### config.mk
export PLATFORM = sky130hd
export DESIGN_NAME = cconv_cell
export DESIGN_NICKNAME = d
export VERILOG_FILES = /design/src/rtl/cconv_pkg.sv /design/src/rtl/cconv_cell.sv
export SDC_FILE = /design/constraint.sdc
export NUM_CORES = 1
export LEC_CHECK = 0
export ABC_AREA = 1
export BUFFER_PORTS_ARGS = -buffer_cell sky130_fd_sc_hd__buf_2
export CAP_MARGIN = 5
export CORE_MARGIN = 1.5
export CORE_UTILIZATION = 30
export DETAILED_ROUTE_END_ITERATION = 10
export PLACE_DENSITY = 0.55
export RECOVER_POWER = 25
export SYNTH_ARGS = -nofsm -noshare
export SYNTH_HDL_FRONTEND = slang
export SYNTH_SLANG_ARGS = --single-unit
### constraint.sdc
create_clock -name aclk -period 8.55 [get_ports aclk]
set_clock_uncertainty 0.15 [all_clocks]
set_input_delay 1.71 -clock aclk [delete_from_list [all_inputs] [get_ports aclk]]
set_output_delay 1.71 -clock aclk [all_outputs]
set_load 0.005 [all_outputs]
### src/rtl/cconv_pkg.sv
// Shared types and constants for the circular convolution block.
package cconv_pkg;

    // Fixed field widths of the ports.
    localparam int CFG_W     = 7;
    localparam int VAL_W     = 38;
    localparam int OUT_IDX_W = 6;

    // Sequencer states.
    typedef enum logic [1:0] {
        ST_LOAD,
        ST_MAC,
        ST_DRAIN,
        ST_EMIT
    } cconv_state_t;

    // Control group broadcast from the sequencer to every cell.
    typedef struct packed {
        logic load;      // a sample pair is written this cycle
        logic mul;       // rotate the sample rings during the multiply pass
        logic acc_clr;   // clear the accumulators
        logic acc_en;    // add the registered product into the accumulator
        logic shift;     // move accumulators one cell toward cell 0
    } cconv_cell_ctrl_t;

endpackage

### src/rtl/cconv_cell.sv
// One cell of the multiply-accumulate chain: a sample of each ring and one result.
module cconv_cell
    import cconv_pkg::*;
#(
    parameter int CELL_IDX    = 0,
    parameter int SAMPLE_BITS = 16,
    parameter int ACC_W       = 38,
    parameter int IDX_W       = 6
) (
    input  logic                          aclk,
    input  cconv_cell_ctrl_t              ctrl,
    input  logic [IDX_W-1:0]              last_idx,
    input  logic [IDX_W-1:0]              wr_idx_a,
    input  logic [IDX_W-1:0]              wr_idx_b,
    input  logic signed [SAMPLE_BITS-1:0] sample_a,
    input  logic signed [SAMPLE_BITS-1:0] sample_b,
    input  logic signed [SAMPLE_BITS-1:0] a_first,
    input  logic signed [SAMPLE_BITS-1:0] a_right,
    input  logic signed [SAMPLE_BITS-1:0] b_first,
    input  logic signed [SAMPLE_BITS-1:0] b_right,
    input  logic signed [SAMPLE_BITS-1:0] a_bcast,
    input  logic signed [ACC_W-1:0]       acc_right,
    output logic signed [SAMPLE_BITS-1:0] a_out,
    output logic signed [SAMPLE_BITS-1:0] b_out,
    output logic signed [ACC_W-1:0]       acc_out
);

    localparam logic [IDX_W-1:0] MY_IDX = IDX_W'(CELL_IDX);

    logic signed [SAMPLE_BITS-1:0]   a_reg, a_next;
    logic signed [SAMPLE_BITS-1:0]   b_reg, b_next;
    logic signed [2*SAMPLE_BITS-1:0] prod_reg, prod_next;
    logic signed [ACC_W-1:0]         acc_reg, acc_next;
    logic                            is_last;

    // The cell at the end of the active length wraps around to cell 0.
    assign is_last = (MY_IDX == last_idx);

    // Sample rings: written by address while loading, rotated while multiplying.
    always_comb begin
        a_next = a_reg;
        b_next = b_reg;
        if (ctrl.load) begin
            if (wr_idx_a == MY_IDX) begin
                a_next = sample_a;
            end
            if (wr_idx_b == MY_IDX) begin
                b_next = sample_b;
            end
        end else if (ctrl.mul) begin
            a_next = is_last ? a_first : a_right;
            b_next = is_last ? b_first : b_right;
        end
    end

    // Product of the broadcast sample with this cell's sample of the second ring.
    assign prod_next = a_bcast * b_reg;

    // Accumulator: cleared before a sequence, summed, then shifted out.
    always_comb begin
        acc_next = acc_reg;
        if (ctrl.acc_clr) begin
            acc_next = '0;
        end else if (ctrl.acc_en) begin
            acc_next = acc_reg + ACC_W'(prod_reg);
        end else if (ctrl.shift) begin
            acc_next = acc_right;
        end
    end

    always_ff @(posedge aclk) begin
        a_reg    <= a_next;
        b_reg    <= b_next;
        prod_reg <= prod_next;
        acc_reg  <= acc_next;
    end

    assign a_out   = a_reg;
    assign b_out   = b_reg;
    assign acc_out = acc_reg;

endmodule

==> summary.md, run 1 <==
| Metric | Value |
|---|---|
| Outcome | complete, no violations |
| Synth top area share | 0.303 |
| Final Hold Fails | 0 |
| Worst EP arrival | 7.29 ns |
| Core area | 57500 sq um |
| Period minus WS final | 7.15 ns |
| CTS Buf Count | 9 |
| DRT Pass-1 Iters | 6 |
| CTS Hold Bufs | 0 |
| Ant diodes | 0 |
| Initial DRC Count | 706 |
| Avg Inst Size Synth | 7.21 sq um |
| Grt total ovfl | 0 |
| Fraction of registers with async set/reset | 0 |
| Post-CTS Resized | 0 |
| Via count | 15100 |
| Synthesis-to-finish area growth | 12.3% |
| Post-Syn Instances | 2410 |
| Largest net degree at the start of global routing | 47 |
| Share of layout cells above drive strength 1 | 0.111 |
| Synth area leader | fa_1 |
| Drt via density | 4.50 |
| # Max-Cap Violations | 0 |
| Post-synthesis register bit count | 102 |
| Startpoint types | input port |
| CTS root buf | clkbuf_16 |
| Synth cell types | 49 |
| Number of enable flip-flop cells after synthesis | 32 |
| Site Rows | 88 |
| RSZ-0062 raised after global routing | no |
| Port Buf Inserts | 243 |
| Max Root-Sink Buffers | 2 |
| Number of setup violations in the final report | 0 |
| Area post-placement | 19200 sq um |
| TritonCTS clock tree | built |
| Max reg flops | 38 |
| Fin. max-slew vios | 0 |
| Crit Path Category | input port to register |
| GRT Total Usage | 0.179 |
| Ports | 244 |
| Post-CTS Setup Inserts | 0 |
| H-tree depth | 3 |
| Post-synth top cells | nand2_1 (718), inv_1 (571), fa_1 (263) |
| Crit path max fanout | 16 |
| Vias in the first global route | 15700 |
| Busiest grt layer | met2 |
| Antenna violations before repair | 0 |
| Slew at the pin closest to its max-slew limit | 1.05 ns |
| Final Routed Wirelength | 51700 um |
| Clk_lat worst skew | 0.40 ns |
| DRC | 0 |
| Post-Syn Nets | 2966 |
| First-pass GRT wire length | 83400 um |
| F_max | 140 MHz |
| Count leader, synth | nand2_1 |
| Top cells by area, synth | fa_1 (30%), nand2_1 (16%), inv_1 (12%) |
| GR Util met1 | 0.227 |
| Global-route track usage on met3 | 0.0274 |
| Initial Util | 0.302 |
| Antenna-violating nets left | 0 |
| Dpl hpwl | 43500 um |
| Max_slew headroom | 0.295 |
| Hold WC Path Type | register to register |
| Worst-path clk slew | 0.08 ns |
| Met2 Use GR | 0.314 |
| Register area share after synthesis | 0.136 |
| Final period utilization | 0.836 |
| Total negative slack | 0 ns |
| CP Capture Type | register |
| Critical Path RT | 8.69 ns |
| YS warnings | 0 |
| Fin area | 19500 sq um |
| Routed len/inst | 15.4 um |
| Net count reported at finish | 3134 |
| Synth Cell Area | 17400 sq um |
| GPL Wtd Cong | 0.915 |
| Die height | 244 um |
| Die X | 244 um |
| Die area | 59300 sq um |
| Top FF cell, synth | dfxtp_1 |
| Clock sinks | 102 |
## cell usage in the layout, fill, tap and decap left out, types with 2 or more instances in the layout
cell type,netlist,layout
o21ai_0,28,26
dfxtp_1,70,70
fa_1,263,263
clkinv_8,0,2
nor3_2,3,3
o21a_1,2,2
inv_6,0,3
o211ai_1,3,3
a21o_1,7,7
nor2_2,3,5
clkinv_4,0,2
a21oi_1,79,79
nor3_1,6,6
o21bai_2,2,2
nand3_1,106,106
edfxtp_1,32,32
o21ai_1,4,6
buf_4,0,7
nand2_1,718,718
inv_1,571,570
o221ai_1,5,5
nand2_2,13,13
or2_2,3,3
inv_2,7,8
nor4_1,2,2
xnor2_1,19,19
clkbuf_16,0,9
a31oi_1,39,39
a21oi_2,7,7
buf_2,3,205
o21bai_1,5,5
ha_1,119,119
clkbuf_1,84,38
nor2_1,138,136
nand3_2,7,7
xor2_1,27,27
nand4_1,14,14
## cells by family after synthesis
group | count (synthesis) | synth area share
XOR/XNOR | 46 | 0.0232
flip-flops | 102 | 0.136
AND/OR/NAND/NOR | 1020 | 0.240
adder cells (fa/ha/maj) | 382 | 0.389
AO/OA/AOI/OAI | 189 | 0.0660
buffers and inverters | 671 | 0.146
## layer usage
layer / vias up / part of all wire
li1: 7501 / -
met1: 7086 / 0.45
met4: 0 / 0.021
met5: - / 0
met2: 431 / 0.48
met3: 47 / 0.052
## worst max-delay path, stage by stage
cell and delay (ns):
clkbuf_1 0.61, or2_2 0.24, fa_1 0.42, fa_1 0.49
inv_1 0.05, fa_1 0.49, fa_1 0.42, fa_1 0.49
inv_1 0.05, fa_1 0.48, inv_1 0.04, ha_1 0.35
a21oi_1 0.30, o21ai_0 0.17, a21oi_1 0.30, nand3_1 0.22
a21o_1 0.22, nand2_1 0.08, nand2_1 0.05, nand2_1 0.05
nand2_1 0.05
## final cells by class
type | count | area (sq um)
tap | 765 | 957
multi-input combinational | 1637 | 12500
sequential | 102 | 2360
timing repair buffer | 250 | 1220
inverter | 578 | 2170
fill | 6317 | 38000
clock inverter | 7 | 76.3
clock buffer | 9 | 225
## worst paths after layout
check	start	end	slack (ns)	cells past startpoint
worst max-delay path	a_bcast[0]	prod_reg[26]	1.40	21
worst min-delay path	acc_out[34]	acc_out[34]	0.35	2
worst max register to register	b_out[1]	prod_reg[31]	2.09	17
worst min register to register	acc_out[34]	acc_out[34]	0.35	2
## metrics by stage
stage | worst slack [ns] | hold WS [ns] | std cells | utilization
floorplan | 1.57 | 0.329 | 2410 | -
global placement | 1.08 | 0.327 | 3332 | 0.335
detailed placement | 1.03 | 0.332 | 3332 | 0.335
CTS | 1.47 | 0.345 | 3348 | 0.340
global route | 1.07 | 0.376 | 3348 | 0.339
finish | 1.40 | 0.345 | 3348 | 0.339
Power of run 1 is not shown: default switching activity piles up to over one toggle a cycle in this logic, so the estimate is an artifact.
==> inputs of run 2 (changes only) <==
ABC_AREA = 0   (was 1)
PLACE_DENSITY = 0.56   (was 0.55)
clock period = 7.3 ns   (was 8.55 ns; I/O delays follow)
==> summary.md, run 2 <==
| Metric | Value |
|---|---|
| Die height | 233 um (-4.5%) |
| Net count reported at finish | 2501 (-20%) |
| Core area | 51700 sq um (-10%) |
| Worst Setup SP | a_bcast[11] |
| # Max-Cap Violations | 1 (+1) |
| Synth Area in Simple Gates | 0.145 (-0.0950) |
| Slowest-stage cell, CP | fa_1 |
| Routed len/inst | 15.6 um (+0.98%) |
| Post-Syn Nets | 2276 (-23%) |
| Worst R2R Start | b_out[1] |
| Synth Cell Area | 15800 sq um (-9.0%) |
| CTS root buf | clkbuf_16 |
| Delay of the slowest critical-path stage | 0.55 ns (-0.06 ns) |
| Site Rows | 83 (-5.7%) |
| Max Root-Sink Buffers | 2 (unchanged) |
| Antenna violations before repair | 1 (+1) |
| Failing checks | capacitance limit, slew limit |
| Post-synthesis register bit count | 102 (unchanged) |
| Slew at the pin closest to its max-slew limit | 2.87 ns (+1.81 ns) |
| Max_slew headroom | -0.912 (-1.21) |
| Via count | 12200 (-19%) |
| Startpoint types | input port |
| Clock sinks | 102 (unchanged) |
| RSZ-0062 raised after global routing | no |
| TritonCTS clock tree | built |
| Crit path max fanout | 16 (unchanged) |
| Die X | 233 um (-4.5%) |
| Initial DRC Count | 482 (-32%) |
| Largest delay contributor family on the critical path | adder cells |
| Largest net degree at the start of global routing | 75 (+60%) |
| Post-Syn Instances | 1720 (-29%) |
| Worst R2R Setup Slack | 0.66 ns (-1.43 ns) |
| Ant diodes | 0 (unchanged) |
| Worst-path clk slew | 0.08 ns (about the same) |
| Synthesis-to-finish area growth | 14.8% |
| Largest family of logic cells by synthesized area | adder cells |
| Synth cell types | 65 (+33%) |
| Count leader, synth | inv_1 |
| Top cells by area, synth | fa_1 (33%), ha_1 (9.4%), dfxtp_1 (8.9%) |
| Crit Path Category | input port to register |
| Die area | 54100 sq um (-8.9%) |
| Antenna-violating nets left | 0 (unchanged) |
| Drt via density | 4.66 (+3.5%) |
| Most common cell after layout, fill and taps aside | inv_1 |
| Pre-CTS WS | -0.130 ns (-1.16 ns) |
| Max reg flops | 38 (unchanged) |
| H-tree depth | 3 (unchanged) |
| Vias in the first global route | 13200 (-16%) |
| Ports | 244 (unchanged) |
| CTS Hold Bufs | 0 (unchanged) |
| Number of enable flip-flop cells after synthesis | 32 (unchanged) |
| Outcome | finished, violations left |
| Number of setup violations in the final report | 0 (unchanged) |
| Port Buf Inserts | 243 (unchanged) |
| Clk_lat worst skew | 0.40 ns (about the same) |
| Post-CTS Setup Inserts | 0 (unchanged) |
| Top FF cell, synth | dfxtp_1 |
| Final Hold Fails | 0 (unchanged) |
| GPL Wtd Cong | 0.855 (-6.5%) |
| Adder-cell share of the synthesized area | 0.427 (+0.0384) |
| Fraction of registers with async set/reset | 0 (unchanged) |
| Most frequent cells in the layout | inv_1 (306), fa_1 (263), buf_2 (212) |
| Synth Area in XOR/XNOR | 0.0355 (+0.0123) |
| Post-CTS Resized | 0 (unchanged) |
| F_max | 142 MHz |
| Register area share after synthesis | 0.149 (+0.0134) |
| DRC | 0 (unchanged) |
| Avg Inst Size Synth | 9.19 sq um (+28%) |
| Synth Area in Compound Gates | 0.124 (+0.0580) |
| Worst Hold Margin | 0.462 ns (+0.117 ns) |
| Period minus WS final | 7.04 ns |
| Synth area leader | fa_1 |
| Final Routed Wirelength | 41000 um (-21%) |
| Worst EP arrival | 7.16 ns (-0.13 ns) |
| Multiplexer area fraction after synthesis | 0.0300 (+0.0300) |
| Final Worst Setup Slack | 0.264 ns (-1.14 ns) |
| Initial Util | 0.306 (+0.00347) |
| Hold_sp | acc_out[27] |
| DRT Pass-1 Iters | 5 (-1) |
| GRT Total Usage | 0.158 (-0.0203) |
| First-pass GRT wire length | 67700 um (-19%) |
| Synth top area share | 0.333 (+0.0299) |
| Critical Path RT | 7.43 ns (-1.26 ns) |
| CP most frequent cell | fa_1 |
| YS warnings | 0 (unchanged) |
| Final period utilization | 0.964 |
| CTS Buf Count | 9 (unchanged) |
| Share of layout cells above drive strength 1 | 0.147 (+0.0360) |
| Grt total ovfl | 0 (unchanged) |
| Crit-path cells | buf_2 > nand2_1 > fa_1 > fa_1 > fa_1 > fa_1 > inv_1 > fa_1 > inv_1 > fa_1 > inv_1 > ha_1 > a21o_1 > a21o_1 > a21oi_1 > o21ai_0 > a211oi_1 > buf_4 > nor4b_1 > a21oi_1 > a31oi_1 > xor2_1 |
| Dpl hpwl | 35100 um (-19%) |
| Fin. max-slew vios | 63 (+63) |
| Post-synth top cells | inv_1 (306), fa_1 (263), nand2_1 (191) |
| CP Capture Type | register |
| Bufs and invs on worst path | 5 (+1) |
| Hold WC Path Type | register to register |
run 2: cell types whose count changed after synthesis, sizes merged, moves of 32 or more:
cell	change
nand2	-540
inv	-272
and2	+127
nand3	-98
nor2	-86
a211oi	+58
mux2i	+44
o21ai	+35
a31oi	-32
run 2: per-stage QoR:
stage           util  std cells  TNS [ns]  cell area, sq um
6_report       0.351       2629         0             18100
5_1_grt        0.351       2629         0             18100
4_1_cts        0.352       2629         0             18200
3_5_place_dp   0.346       2614    -0.452             17900
3_3_place_gp   0.346       2614   -0.0111             17900
2_1_floorplan      -       1720         0             15800
run 2: tightest hold or removal path, delay by kind of cell (launching register included):
| kind | cells | cell delay, ns |
|---|---|---|
| multiplexers | 1 | 0.14 |
| flip-flops | 1 | 0.35 |
| AO/OA/AOI/OAI | 1 | 0.09 |
run 2: final timing paths:
check,to,depth (start not counted)
max,prod_reg[30],22
min,acc_out[27],2
max reg2reg,prod_reg[30],20
min reg2reg,acc_out[27],2
run 2: cells by family (layout without fill, tap and decap cells):
kind of cell / count (synthesis) / in the layout
and+or+nand+nor: 467 / 467
adders and majority gates: 382 / 382
buffers and inverters: 371 / 600
AOI/OAI and AO/OA: 287 / 287
DFF: 102 / 102
xor gates and xnor gates: 64 / 64
muxes: 47 / 47
run 2: final cells by class:
type | instances | area [sq um]
Multi-Input combinational cell | 1247 | 12000
Tap cell | 680 | 851
Clock buffer | 11 | 253
Sequential cell | 102 | 2360
Clock inverter | 4 | 50.0
Inverter | 306 | 1150
Timing Repair Buffer | 279 | 1440
Fill cell | 5394 | 33600
run 2: routing by layer:
metal	global-route usage	routed length, um	part of all wire
met3	0.0314	2270	0.055
met4	0.0367	634	0.015
met5	0	7	0.00017
met1	0.207	18900	0.46
met2	0.268	19200	0.47
Power of run 2 is left out for the same reason.
==> inputs of run 3 (changes only) <==
CORE_UTILIZATION = 45   (was 30)
PLACE_DENSITY = 0.74   (was 0.56)
==> summary.md, run 3 (synthesis gave the netlist of run 2 again) <==
| Metric | Value |
|---|---|
| GPL Wtd Cong | 0.915 (+6.9%) |
| Busiest grt layer | met2 |
| Startpoint types | input port |
| DRT Pass-1 Iters | 5 (unchanged) |
| Max Root-Sink Buffers | 2 (unchanged) |
| Antenna-violating nets left | 0 (unchanged) |
| Failing checks | capacitance limit, slew limit |
| Multi-input logic area | 12000 sq um (unchanged) |
| Die height | 190 um (-18%) |
| CTS Buf Count | 9 (unchanged) |
| Worst-path clk slew | 0.07 ns (about the same) |
| Global-route track usage on met3 | 0.0383 (+0.00690) |
| Fin. max-slew vios | 63 (unchanged) |
| Via count | 12500 (+2.2%) |
| Worst R2R Setup Slack | 0.79 ns (+0.13 ns) |
| Number of setup violations in the final report | 0 (unchanged) |
| CP Capture Type | register |
| Worst Reg-to-Reg Cells | 20 (unchanged) |
| Grt total ovfl | 0 (unchanged) |
| Crit Path Category | input port to register |
| Drt via density | 5.21 (+12%) |
| Outcome | finished, violations left |
| CP most frequent cell | fa_1 |
| H-tree depth | 3 (unchanged) |
| Largest delay contributor family on the critical path | adder cells |
| CTS Hold Bufs | 0 (unchanged) |
| Core area | 34500 sq um (-33%) |
| F_max | 143 MHz (+0.81%) |
| Period minus WS final | 6.98 ns (-0.0563 ns) |
| Crit-path cells | buf_2 > nand2_1 > inv_1 > fa_1 > fa_1 > fa_1 > fa_1 > fa_1 > inv_1 > fa_1 > inv_1 > ha_1 > a21o_1 > a21oi_1 > inv_1 > or3_1 > o22ai_1 > nor4b_1 > a21oi_1 > a31oi_1 > xor2_1 |
| Hold_sp | prod_reg[0] |
| First-pass GRT wire length | 65300 um (-3.5%) |
| Final Routed Wirelength | 39600 um (-3.5%) |
| # Max-Cap Violations | 1 (unchanged) |
| Post-CTS Resized | 0 (unchanged) |
| Initial Util | 0.458 (+0.152) |
| Dpl hpwl | 33100 um (-5.8%) |
| Clock sinks | 102 (unchanged) |
| Initial DRC Count | 646 (+34%) |
| Inst Count DP | 2385 (-8.8%) |
| Core Util, Final | 0.517 (+0.166) |
| Die area | 36300 sq um (-33%) |
| Net count reported at finish | 2497 (-0.16%) |
| TritonCTS clock tree | built |
| GR Util met1 | 0.294 (+0.0872) |
| Fill cells | 3219 (-40%) |
| Port Buf Inserts | 243 (unchanged) |
| Met2 Use GR | 0.389 (+0.121) |
| Final Hold Fails | 0 (unchanged) |
| Final period utilization | 0.956 (-0.00771) |
| CTS root buf | clkbuf_16 |
| Bufs and invs on worst path | 5 (unchanged) |
| Clk_lat worst skew | 0.37 ns (-0.03 ns) |
| Worst Hold Path EP | acc_out[0] |
| Worst EP arrival | 7.08 ns (-0.08 ns) |
| Max_slew headroom | -0.866 (+0.0459) |
| Die X | 190 um (-18%) |
| GRT Total Usage | 0.228 (+0.0696) |
| Worst R2R Start | b_out[1] |
| R2r endpoint | prod_reg[30] |
| DRC | 0 (unchanged) |
| Delay of the slowest critical-path stage | 0.69 ns (+0.14 ns) |
| Critical Path RT | 7.40 ns (-0.03 ns) |
| RSZ-0062 raised after global routing | no |
| Most frequent cells in the layout | inv_1 (306), fa_1 (263), buf_2 (218) |
| Slowest-stage cell, CP | fa_1 |
| Min-Delay Path Depth | 3 (+1) |
| Fin cells | 2402 (-8.6%) |
| Vias in the first global route | 13200 (-0.15%) |
| Share of layout cells above drive strength 1 | 0.149 (+0.00228) |
| Antenna violations before repair | 1 (unchanged) |
| Most common cell after layout, fill and taps aside | inv_1 |
| Flip-flop and latch area | 2360 sq um (unchanged) |
| Slew at the pin closest to its max-slew limit | 2.80 ns (-0.0688 ns) |
| Site Rows | 68 (-18%) |
| Post-CTS Setup Inserts | 0 (unchanged) |
| Synthesis-to-finish area growth | 13.0% |
| Crit path max fanout | 8 (-8) |
| Ports | 244 (unchanged) |
| Routed len/inst | 16.5 um (+5.7%) |
| Hold WC Path Type | register to register |
| Largest net degree at the start of global routing | 75 (unchanged) |
| Critical Path Stages | 21 (-4.5%) |
| Max reg flops | 38 (unchanged) |
[run 3: changes by cell type in the layout (fill, tap and decap cells not counted), sizes merged]
cell,previous run,this run
inv,309,308
clkinv,1,3
clkbuf,44,35
buf,246,251
diode,0,1
[run 3: worst max path at each step]
stage,startpoint,to,slack [ns]
after floorplan,a_bcast[15],prod_reg[31],0.20
after global placement,a_bcast[8],prod_reg[30],0.03
after detailed placement,a_bcast[14],prod_reg[30],-0.01
after CTS,a_bcast[15],prod_reg[30],0.38
after global routing,a_bcast[13],prod_reg[30],0.03
final,a_bcast[15],prod_reg[30],0.32
[run 3: tightest hold or removal path, stage by stage (launching register included)]
cell and delay (ns):
dfxtp_1 0.31, ha_1 0.11, a21oi_1 0.05, nor2_1 0.07
[run 3: metrics by stage]
step / hold slack [ns] / TNS [ns] / instance area [sq um] / setup slack, ns
floorplan: 0.396 / 0 / 15800 / 0.198
global placement: 0.412 / 0 / 17600 / 0.0332
detailed placement: 0.433 / -0.0180 / 17600 / -0.0126
CTS: 0.453 / 0 / 17900 / 0.377
global route: 0.479 / 0 / 17900 / 0.0254
finish: 0.437 / 0 / 17900 / 0.321
[run 3: metal layers]
| layer | share of wire | wire (um) | vias up |
|---|---|---|---|
| li1 | - | - | 5967 |
| met1 | 0.43 | 17200 | 6008 |
| met2 | 0.47 | 18600 | 481 |
| met3 | 0.071 | 2820 | 53 |
| met4 | 0.024 | 954 | 0 |
| met5 | 0 | 0 | - |
[run 3: final cells by class]
class / instances / share of cell area
well taps: 455 / 0.0319
clock buffers: 11 / 0.0148
clock inverters: 5 / 0.00266
repair buffers: 275 / 0.0796
inverters: 306 / 0.0643
multi-input cells: 1247 / 0.674
diodes: 1 / 0.000140
flip-flops and latches: 102 / 0.132
Power of run 3 is left out for the same reason.
